--- src/hw/rtl/cmux_pkg.sv ---
// Shared types, constants and the FCS step function for the CMUX frame receiver.
package cmux_pkg;

    // Byte codes of the basic-option framing
    localparam logic [7:0] FLAG_BYTE = 8'hF9;
    localparam logic [7:0] FCS_POLY  = 8'hE0;
    localparam logic [7:0] FCS_INIT  = 8'hFF;
    localparam logic [7:0] PF_MASK   = 8'h10;
    localparam logic [7:0] UIH_TYPE  = 8'hEF;

    // Field widths
    localparam int LEN_W  = 15;
    localparam int ADDR_W = 6;
    localparam int KIND_W = 3;
    localparam int TDATA_W = 40;

    localparam logic [LEN_W-1:0] MAX_PAYLOAD_RST = 15'd128;

    // Parser states
    typedef enum logic [3:0] {
        ST_SOF  = 4'd0,
        ST_RS0  = 4'd1,
        ST_RS1  = 4'd2,
        ST_RS2  = 4'd3,
        ST_RS3  = 4'd4,
        ST_ADDR = 4'd5,
        ST_CTRL = 4'd6,
        ST_LEN  = 4'd7,
        ST_LENC = 4'd8,
        ST_DATA = 4'd9,
        ST_FCS  = 4'd10,
        ST_EOF  = 4'd11,
        ST_OVR  = 4'd12
    } t_state;

    // Result kinds carried on tuser
    typedef enum logic [KIND_W-1:0] {
        K_PAYLOAD = 3'd0,
        K_GOOD    = 3'd1,
        K_FCSERR  = 3'd2,
        K_OVERRUN = 3'd3,
        K_BADEOF  = 3'd4,
        K_RESYNC  = 3'd5
    } t_kind;

    // One byte of the reflected CRC-8 used for the frame check sequence
    function automatic logic [7:0] fcs_step(input logic [7:0] crc, input logic [7:0] b);
        logic [7:0] c;
        c = crc ^ b;
        for (int i = 0; i < 8; i++) begin
            if (c[0]) begin
                c = (c >> 1) ^ FCS_POLY;
            end else begin
                c = c >> 1;
            end
        end
        return c;
    endfunction

endpackage

--- src/hw/rtl/cmux_frame_receiver.sv ---
// Receive-side deframer of the basic-option CMUX protocol, one byte per request.
// A result is registered and appears on the master side in the cycle after its input byte is taken.
// Throughput: one byte per cycle; the parser, FCS step and header capture all
// update in the cycle the byte is accepted. The input stalls only while a result
// sits in the output register and the consumer does not take it.
// Reset (synchronous, active low): parser hunts for the opening flag, FCS = 0xFF,
// header registers cleared, max_payload = 128, output register empty.
module cmux_frame_receiver (
    input  logic        i_clk,
    input  logic        i_rst_n,
    // Configuration: max_payload
    input  logic        i_cfg_wr_en,
    input  logic [14:0] i_cfg_wr_data,
    // Slave side
    input  logic        i_s_tvalid,
    output logic        o_s_tready,
    input  logic [7:0]  i_s_tdata,   // [7:0] rx_byte
    // Master side
    output logic        o_m_tvalid,
    input  logic        i_m_tready,
    // [7:0] data_byte, [13:8] address, [14] cr_bit, [15] pf_bit,
    // [23:16] frame_type, [38:24] payload_len, [39] zero
    output logic [39:0] o_m_tdata,
    output logic [2:0]  o_m_tuser    // [2:0] kind
);

    // Parser and header state
    cmux_pkg::t_state r_state, n_state;
    logic [7:0]                    r_fcs, n_fcs;
    logic [cmux_pkg::LEN_W-1:0]    r_len, n_len;
    logic [cmux_pkg::LEN_W-1:0]    r_count, n_count;
    logic [7:0]                    r_type, n_type;
    logic [cmux_pkg::ADDR_W-1:0]   r_addr, n_addr;
    logic                          r_cr, n_cr;
    logic                          r_pf, n_pf;
    logic [cmux_pkg::LEN_W-1:0]    r_max_payload;

    // Output register
    logic                          r_out_valid;
    logic [cmux_pkg::TDATA_W-1:0]  r_out_data, n_out_data;
    cmux_pkg::t_kind               r_out_kind, n_out_kind;
    logic                          n_emit;

    logic                          accept;
    logic [7:0]                    rx;
    logic                          is_flag;
    logic [cmux_pkg::LEN_W-1:0]    count_inc;
    logic [cmux_pkg::LEN_W-1:0]    len_two;
    logic [7:0]                    fcs_in;

    assign rx        = i_s_tdata;
    assign is_flag   = (rx == cmux_pkg::FLAG_BYTE);
    assign count_inc = r_count + 15'd1;
    assign len_two   = r_len | {rx, 7'd0};
    assign fcs_in    = cmux_pkg::fcs_step(r_fcs, rx);

    // The output register frees up in the same cycle its result is taken
    assign o_s_tready = !r_out_valid || i_m_tready;
    assign accept     = i_s_tvalid && o_s_tready;

    // Next parser state
    always_comb begin
        n_state = r_state;
        unique case (r_state)
            cmux_pkg::ST_SOF:  n_state = is_flag ? cmux_pkg::ST_ADDR : cmux_pkg::ST_RS0;
            cmux_pkg::ST_RS0:  n_state = is_flag ? cmux_pkg::ST_RS1 : cmux_pkg::ST_RS0;
            cmux_pkg::ST_RS1:  n_state = is_flag ? cmux_pkg::ST_RS2 : cmux_pkg::ST_RS0;
            cmux_pkg::ST_RS2:  n_state = is_flag ? cmux_pkg::ST_RS3 : cmux_pkg::ST_RS0;
            cmux_pkg::ST_RS3:  n_state = is_flag ? cmux_pkg::ST_RS3 : cmux_pkg::ST_CTRL;
            cmux_pkg::ST_ADDR: n_state = cmux_pkg::ST_CTRL;
            cmux_pkg::ST_CTRL: n_state = cmux_pkg::ST_LEN;
            cmux_pkg::ST_LEN: begin
                if (!rx[0]) begin
                    n_state = cmux_pkg::ST_LENC;
                end else begin
                    n_state = (rx[7:1] == 7'd0) ? cmux_pkg::ST_FCS : cmux_pkg::ST_DATA;
                end
            end
            cmux_pkg::ST_LENC: begin
                n_state = (len_two == '0) ? cmux_pkg::ST_FCS : cmux_pkg::ST_DATA;
            end
            cmux_pkg::ST_DATA: begin
                if (count_inc == r_len) begin
                    n_state = cmux_pkg::ST_FCS;
                end else if (count_inc == r_max_payload) begin
                    n_state = cmux_pkg::ST_OVR;
                end
            end
            cmux_pkg::ST_FCS: begin
                n_state = (~r_fcs == rx) ? cmux_pkg::ST_EOF : cmux_pkg::ST_SOF;
            end
            cmux_pkg::ST_EOF:  n_state = cmux_pkg::ST_SOF;
            cmux_pkg::ST_OVR:  n_state = cmux_pkg::ST_SOF;
            default:           n_state = cmux_pkg::ST_SOF;
        endcase
    end

    // Header capture, FCS update and the result for this byte
    always_comb begin
        n_fcs      = r_fcs;
        n_len      = r_len;
        n_count    = r_count;
        n_type     = r_type;
        n_addr     = r_addr;
        n_cr       = r_cr;
        n_pf       = r_pf;
        n_emit     = 1'b0;
        n_out_kind = cmux_pkg::K_PAYLOAD;
        n_out_data = {1'b0, r_len, r_type, r_pf, r_cr, r_addr, 8'd0};
        unique case (r_state)
            cmux_pkg::ST_SOF: begin
                if (!is_flag) begin
                    n_emit     = 1'b1;
                    n_out_kind = cmux_pkg::K_RESYNC;
                    n_out_data = '0;
                end
            end
            cmux_pkg::ST_RS3, cmux_pkg::ST_ADDR: begin
                if (!is_flag || r_state == cmux_pkg::ST_ADDR) begin
                    n_count = '0;
                    n_fcs   = cmux_pkg::fcs_step(cmux_pkg::FCS_INIT, rx);
                    n_cr    = rx[1];
                    n_addr  = rx[7:2];
                end
            end
            cmux_pkg::ST_CTRL: begin
                n_fcs  = fcs_in;
                n_pf   = rx[4];
                n_type = rx & ~cmux_pkg::PF_MASK;
            end
            cmux_pkg::ST_LEN: begin
                n_fcs = fcs_in;
                n_len = {8'd0, rx[7:1]};
            end
            cmux_pkg::ST_LENC: begin
                n_fcs = fcs_in;
                n_len = len_two;
            end
            cmux_pkg::ST_DATA: begin
                if (r_type != cmux_pkg::UIH_TYPE) begin
                    n_fcs = fcs_in;
                end
                n_count    = count_inc;
                n_emit     = 1'b1;
                n_out_kind = cmux_pkg::K_PAYLOAD;
                n_out_data[7:0] = rx;
            end
            cmux_pkg::ST_FCS: begin
                if (~r_fcs != rx) begin
                    n_emit     = 1'b1;
                    n_out_kind = cmux_pkg::K_FCSERR;
                end
            end
            cmux_pkg::ST_EOF: begin
                n_emit     = 1'b1;
                n_out_kind = is_flag ? cmux_pkg::K_GOOD : cmux_pkg::K_BADEOF;
            end
            cmux_pkg::ST_OVR: begin
                n_emit     = 1'b1;
                n_out_kind = cmux_pkg::K_OVERRUN;
            end
            default: begin
                n_emit = 1'b0;
            end
        endcase
    end

    // Configuration register
    always_ff @(posedge i_clk) begin
        if (!i_rst_n) begin
            r_max_payload <= cmux_pkg::MAX_PAYLOAD_RST;
        end else if (i_cfg_wr_en) begin
            r_max_payload <= i_cfg_wr_data;
        end
    end

    // Parser state registers, updated on each accepted request
    always_ff @(posedge i_clk) begin
        if (!i_rst_n) begin
            r_state <= cmux_pkg::ST_SOF;
            r_fcs   <= cmux_pkg::FCS_INIT;
            r_len   <= '0;
            r_count <= '0;
            r_type  <= '0;
            r_addr  <= '0;
            r_cr    <= 1'b0;
            r_pf    <= 1'b0;
        end else if (accept) begin
            r_state <= n_state;
            r_fcs   <= n_fcs;
            r_len   <= n_len;
            r_count <= n_count;
            r_type  <= n_type;
            r_addr  <= n_addr;
            r_cr    <= n_cr;
            r_pf    <= n_pf;
        end
    end

    // Output register valid flag
    always_ff @(posedge i_clk) begin
        if (!i_rst_n) begin
            r_out_valid <= 1'b0;
        end else if (accept) begin
            r_out_valid <= n_emit;
        end else if (i_m_tready) begin
            r_out_valid <= 1'b0;
        end
    end

    // Output register payload
    always_ff @(posedge i_clk) begin
        if (accept && n_emit) begin
            r_out_data <= n_out_data;
            r_out_kind <= n_out_kind;
        end
    end

    assign o_m_tvalid = r_out_valid;
    assign o_m_tdata  = r_out_data;
    assign o_m_tuser  = r_out_kind;

    // A resync result carries no header
    a_resync_clean: assert property (@(posedge i_clk) disable iff (!i_rst_n)
        (o_m_tvalid && o_m_tuser == cmux_pkg::K_RESYNC) |-> (o_m_tdata == '0))
        else $error("resync result carries nonzero fields");

    // Only payload results carry a data byte
    a_status_no_data: assert property (@(posedge i_clk) disable iff (!i_rst_n)
        (o_m_tvalid && o_m_tuser != cmux_pkg::K_PAYLOAD) |-> (o_m_tdata[7:0] == 8'd0))
        else $error("status result carries a data byte");

    // Inside the payload the count stays below the length field
    a_count_below_len: assert property (@(posedge i_clk) disable iff (!i_rst_n)
        (r_state == cmux_pkg::ST_DATA) |-> (r_count < r_len))
        else $error("payload count reached length inside payload state");

    // A pending result that is not taken blocks the input
    a_stall_blocks: assert property (@(posedge i_clk) disable iff (!i_rst_n)
        (o_m_tvalid && !i_m_tready) |-> !o_s_tready)
        else $error("input accepted while a result is stalled");

    // A payload result always comes from a byte taken in the payload state
    a_payload_origin: assert property (@(posedge i_clk) disable iff (!i_rst_n)
        (accept && r_state != cmux_pkg::ST_DATA) |=>
        !(o_m_tvalid && o_m_tuser == cmux_pkg::K_PAYLOAD))
        else $error("payload result outside the payload state");

endmodule
--- config.mk ---
export PLATFORM = sky130hd
export DESIGN_NAME = cmux_frame_receiver
export DESIGN_NICKNAME = d
export VERILOG_FILES = /design/src/hw/rtl/cmux_pkg.sv /design/src/hw/rtl/cmux_frame_receiver.sv
export SDC_FILE = /design/constraint.sdc
export NUM_CORES = 1
export LEC_CHECK = 0
export ABC_AREA = 1
export BUFFER_PORTS_ARGS = -buffer_cell sky130_fd_sc_hd__buf_2
export CAP_MARGIN = 20
export CORE_MARGIN = 2
export CORE_UTILIZATION = 58
export DETAILED_ROUTE_END_ITERATION = 8
export MAX_ROUTING_LAYER = met4
export PLACE_DENSITY = 0.8
export SLEW_MARGIN = 25
export SYNTH_ARGS = -nofsm -noshare
export SYNTH_HDL_FRONTEND = slang
export SYNTH_SLANG_ARGS = --single-unit
--- constraint.sdc ---
create_clock -name i_clk -period 5.95 [get_ports i_clk]
set_clock_uncertainty 0.15 [all_clocks]
set_input_delay 1.19 -clock i_clk [delete_from_list [all_inputs] [get_ports i_clk]]
set_output_delay 1.19 -clock i_clk [all_outputs]
set_load 0.01 [all_outputs]
== Word level (Yosys, flattened, before mapping) ==
Index checks and enable logic that the tools add are counted.
Operators by class
  $add $sub $neg: 1
  mux-type cells: 60
  bitwise gates (word level): 20
  reduce and logical (&&, ||, !) cells: 22
  equality and inequality tests: 21
Operators with widths (count)
  2-to-1 mux 8 bit: 32
  case mux 15 bit (2 select lines): 2
  NOT 2 -> 3 bit: 16
  case mux 4 bit (11 select lines): 1
  2-to-1 mux 39 bit: 1
  2-to-1 mux 31 bit: 1
  == test 15 bit: 2
  case mux 8 bit (3 select lines): 1
  == test 4 bit, second input constant: 5
  == test 4 x 3 -> 1 bit, second input constant: 4
  NOT 8 bit: 2
  case mux 8 bit (2 select lines): 1
  adder 15 x 1 -> 15 bit, second input constant: 1
  logical NOT 15 bit: 1
  2-to-1 mux 15 bit: 1
  bitwise OR 15 bit: 1
  2-to-1 mux 2 bit: 7
  2-to-1 mux 3 bit: 4
  2-to-1 mux 4 bit: 3
  case mux 3 bit (4 select lines): 1
  == test 4 x 2 -> 1 bit, second input constant: 2
  == test 8 bit: 1
  == test 8 bit, second input constant: 1
  inequality test 8 bit: 1
  other kinds (19): 32
Word-level totals
  logic and storage cells: 138
  flip-flop bits (word level): 116

== Logic depth before layout (Yosys ltp) ==
  word-level depth: 33
  mapped depth: 17
  gate-level depth less buffers: 17

== Least setup slack after synthesis ==
OpenSTA, ideal clock, no wires.
  path type: input to register
  from: input port i_s_tdata[1]
  to: register r_out_data (netlist bit o_m_tdata[0]), enable pin
  data arrival time: 4.337 ns
  library setup time: 0.466 ns
  data required time: 5.334 ns
  path slack: 0.997 ns
  stages on the path: 9
  cell sequence: inv_1 > ha_1 > inv_1 > nor2_1 > and3_1 > clkbuf_1 > nor2_1 > inv_1 > a31oi_1
Between the ends
  cells in the longest elaborated chain, start to end: 4
RTL lines
  start: declaration: RTL line cmux_frame_receiver.sv:17  | input logic [7:0] i_s_tdata,
  inequality test 8 bit / == test 8 bit (equally long branches): RTL line cmux_frame_receiver.sv:149, cmux_frame_receiver.sv:52
  2-to-1 mux 1 bit, on equally long branches: RTL line cmux_frame_receiver.sv:149, cmux_frame_receiver.sv:112
  case mux 1 bit (3 select lines) *: RTL line cmux_frame_receiver.sv:110  | unique case (r_state)
  logical AND 1 bit *: RTL line cmux_frame_receiver.sv:213  | if (accept && n_emit) begin
  end signal: assignment: RTL line cmux_frame_receiver.sv:214  | r_out_data <= n_out_data;
  end: declaration: RTL line cmux_frame_receiver.sv:40  | logic [cmux_pkg::TDATA_W-1:0] r_out_data, n_out_data;
Mark *: on every way between the ends. The rest lies on a longest branch, timed or not.
A chain may end at the register's enable or synchronous reset.

== Worst setup path in the final report ==
  from: input port i_s_tdata[1]
  to: register r_out_data (netlist bit o_m_tdata[38]), enable pin
Same word-level chain as after synthesis.

==> results.py <==
metrics = {
    "run_status": {
        "status": "finished, violations left",
        "violations": "design-rule violations",
    },
    "die": {
        "io-pin-count": 73,
        "dieArea_sq_um": 11030,
        "die_w_um": 105.0,
        "core_sq_um": 9819,
        "rows": 36,
        "die_height_um": 105.0,
        "start_util": 0.6030,
    },
    "yosys": {
        "synth-seq-cells": 114,
        "synth_xor_area_frac": 0.05030,
        "synth_top_area_cell": "dfxtp_1",
        "synth_async_sr_flop_share": 0,
        "yosysMostFrequentCell": "nand2_1",
        "synthAdderAreaFrac": 0.01902,
        "seq_area_frac_synth": 0.4548,
        "synth_warnings": 0,
        "syn_area_sq_um": 5921,
        "syn_inst": 774,
        "synth_top_area_share": 0.2468,
        "yosys.area_share.simple": 0.2720,
        "syn_avg_cell_area_sq_um": 7.649,
        "synth.distinct_cells": 43,
        "synth_compound_area_frac": 0.1209,
        "muxShareOfSynthArea": 0,
        "yosys-top-cells-count": "nand2_1, nor2_1, inv_1, a21oi_1, dfxtp_1",
        "synthFlopType": "dfxtp_1",
        "synth_area_leaders": "dfxtp_1, edfxtp_1, nand2_1",
        "synth_top_family_by_area": "simple AND/OR/NAND/NOR gates",
        "synth_edf_count": 41,
    },
    "timing": {
        "tightest_slew_ns": 0.9100,
        "period_needed_ns": 3.011,
        "hold_violations": 0,
        "grt_setup_unrepaired": "no",
        "maxSlewViolCount": 0,
        "maxSlewHeadroom": 0.3911,
        "fmax_ghz": 0.3321,
        "finalSetupViolCount": 0,
        "tns_ns": 0,
        "post-route-period-util": 0.5060,
    },
    "critical_path": {
        "cp.required_ns": 5.97,
        "cp_top_family": "buffers and inverters",
        "worstSetupStartpoint": "i_s_tdata[1]",
        "startpoint_type": "input pin",
        "crit_chain": "buf_2, inv_1, ha_1, inv_1, nor2_1, and3_1, nor2_2, inv_1, a31oi_4, buf_4",
        "end_kind": "register",
        "max_stage_delay_ns": 0.47,
        "cpMostUsedCell": "inv_1",
        "slowest_stage": "buf_4",
        "crit_fanout": 34,
        "critical_path_class": "input pin to register",
        "path_buf_inv": 5,
        "r2r-start": "r_state[3]$_SDFFE_PN0P_",
        "worstPathArrival_ns": 3.03,
    },
    "power": {
        "p_total_uw": 2212,
        "internal_power_uw": 1608,
        "p_comb_frac": 0.134,
        "p_sw_uw": 604.2,
        "ir_drop_uv": 207.0,
        "p_leak_uw": 0.002910,
        "power.density_nw_per_um2": 319.0,
        "pwr-share-clk": 0.464,
        "switching_share": 0.2731,
        "seq_power_share": 0.402,
    },
    "cts": {
        "cts_hold_buf": 0,
        "htree_levels": 4,
        "cts_buffers": 17,
        "cts_setup_buffers": 0,
        "cts_tree": "done",
        "clockBufferDepth": 2,
        "clock-root-buffer": "clkbuf_8",
        "clk_latency_ns": 0.53,
        "clkTransAtPathRegs_ns": 0.06,
        "clock_sinks": 114,
        "cts-resized-gates": 0,
    },
    "route": {
        "wl_per_cell_um": 15.93,
        "final_antenna_net_count": 0,
        "drc": 3,
        "vias_per_cell": 5.570,
        "num_vias": 5475,
        "first_pass_iters": 9,
        "wl_um": 15660,
        "drt_iter0_markers": 487,
    },
    "placement": {
        "gp_congestion": 0.9870,
        "io_buffer_count": 70,
        "dp.final_hpwl_um": 10820,
    },
    "global_routing": {
        "grt_pass1_vias": 5146,
        "grt_use_total": 0.3014,
        "antenna_found_initial": 0,
        "grt_overflow": 0,
        "grt_first_pass_wirelength_um": 25320,
        "grt_max_degree": 39,
    },
    "hold_path": {
        "hp-class": "register to register",
        "holdCritStartpoint": "r_addr[4]$_SDFFE_PN0P_",
    },
    "layout": {
        "fin_util": 0.7063,
        "fin_nets": 874,
        "diodes": 0,
        "layout-drive-gt1-share": 0.1541,
        "syn2layout_area_growth_pct": 17.14,
    },
    "flow_run": {
        "drv_cap": 0,
    },
}
[power by group through the flow]
stage / sequential, uW / clock [uW] / combinational [uW]
after floorplan: 917 / 0 / 186
after global placement: 902 / 0 / 289
after detailed placement: 903 / 0 / 291
after CTS: 888 / 1030 / 294
after global routing: 893 / 1070 / 328
final: 888 / 1030 / 297
[stage by stage]
stage / area [sq um] / setup slack (ns) / hold slack [ns] / std cells
finish: 6935 / 2.939 / 0.3112 / 983
global placement: 6339 / 2.526 / 0.2940 / 951
detailed placement: 6339 / 2.414 / 0.2979 / 951
floorplan: 5924 / 0.9967 / 0.2800 / 775
CTS: 6935 / 2.963 / 0.3066 / 983
global route: 6935 / 2.811 / 0.3303 / 983
[area by class of cell]
cell class	count	area (sq um)
fillers	820	2884
inverters	92	345.3
repair buffers	73	372.9
multi-input cells	539	2761
well taps	133	166.4
flip-flops and latches	114	2693
clock inverters	14	178.9
clock buffers	18	417.9
[final timing paths]
path	end	slack [ns]	depth (start not counted)
setup / recovery	o_m_tdata[38]$_DFFE_PP_	2.94	10
hold / removal	r_addr[4]$_SDFFE_PN0P_	0.31	2
setup reg to reg	r_fcs[6]$_SDFFE_PN1P_	3.10	9
hold reg to reg	r_addr[4]$_SDFFE_PN0P_	0.31	2
[tightest hold or removal path, stage by stage, from the launching register on]
cell and delay [ns]:
dfxtp_1 0.29, inv_1 0.06, a21oi_1 0.06
[cells in the final DEF (no fill, tap or decap), types with 3 or more instances in the layout]
cell type and instances:
nand2_1 168, clkinv_4 4, bufinv_16 3, buf_2 70, nand2_2 6, nor2_1 94
nand2_4 3, nand3b_1 5, inv_6 4, ha_1 9, inv_1 88, dfxtp_1 73
o21ai_0 40, xnor2_1 12, buf_4 3, nand3_1 55, edfxtp_1 41, xor2_1 22
nand4_1 6, nor2_4 3, a211oi_1 8, nor2_2 6, clkinv_1 4, a21oi_1 73
clkbuf_16 16, nor4_1 4
[sequential cells by signal (all words and copies together) (netlist names)]
signal,cells
o_m_tvalid,1
o_m_tuser,3
r_type,7
r_count,15
r_fcs,8
r_state,4
r_pf,1
r_cr,1
r_addr,6
o_m_tdata,38
r_len,15
r_max_payload,15
[metal layers]
metal  global-route usage  vias up  wire length (um)
met5                    -        -                 0
met2               0.4583      242              7288
met4               0.1067        0               370
li1                     -     2648                 -
met1               0.3927     2546              6707
met3              0.07548       39              1292
[logic make-up after synthesis]
group / after synthesis
and+or+nand+nor: 361
AOI/OAI and AO/OA: 133
buffers and inverters: 122
DFF: 114
xor gates and xnor gates: 34
adders and majority gates: 9
other: 1
No activity file was read; power rests on OpenSTA's default activity.
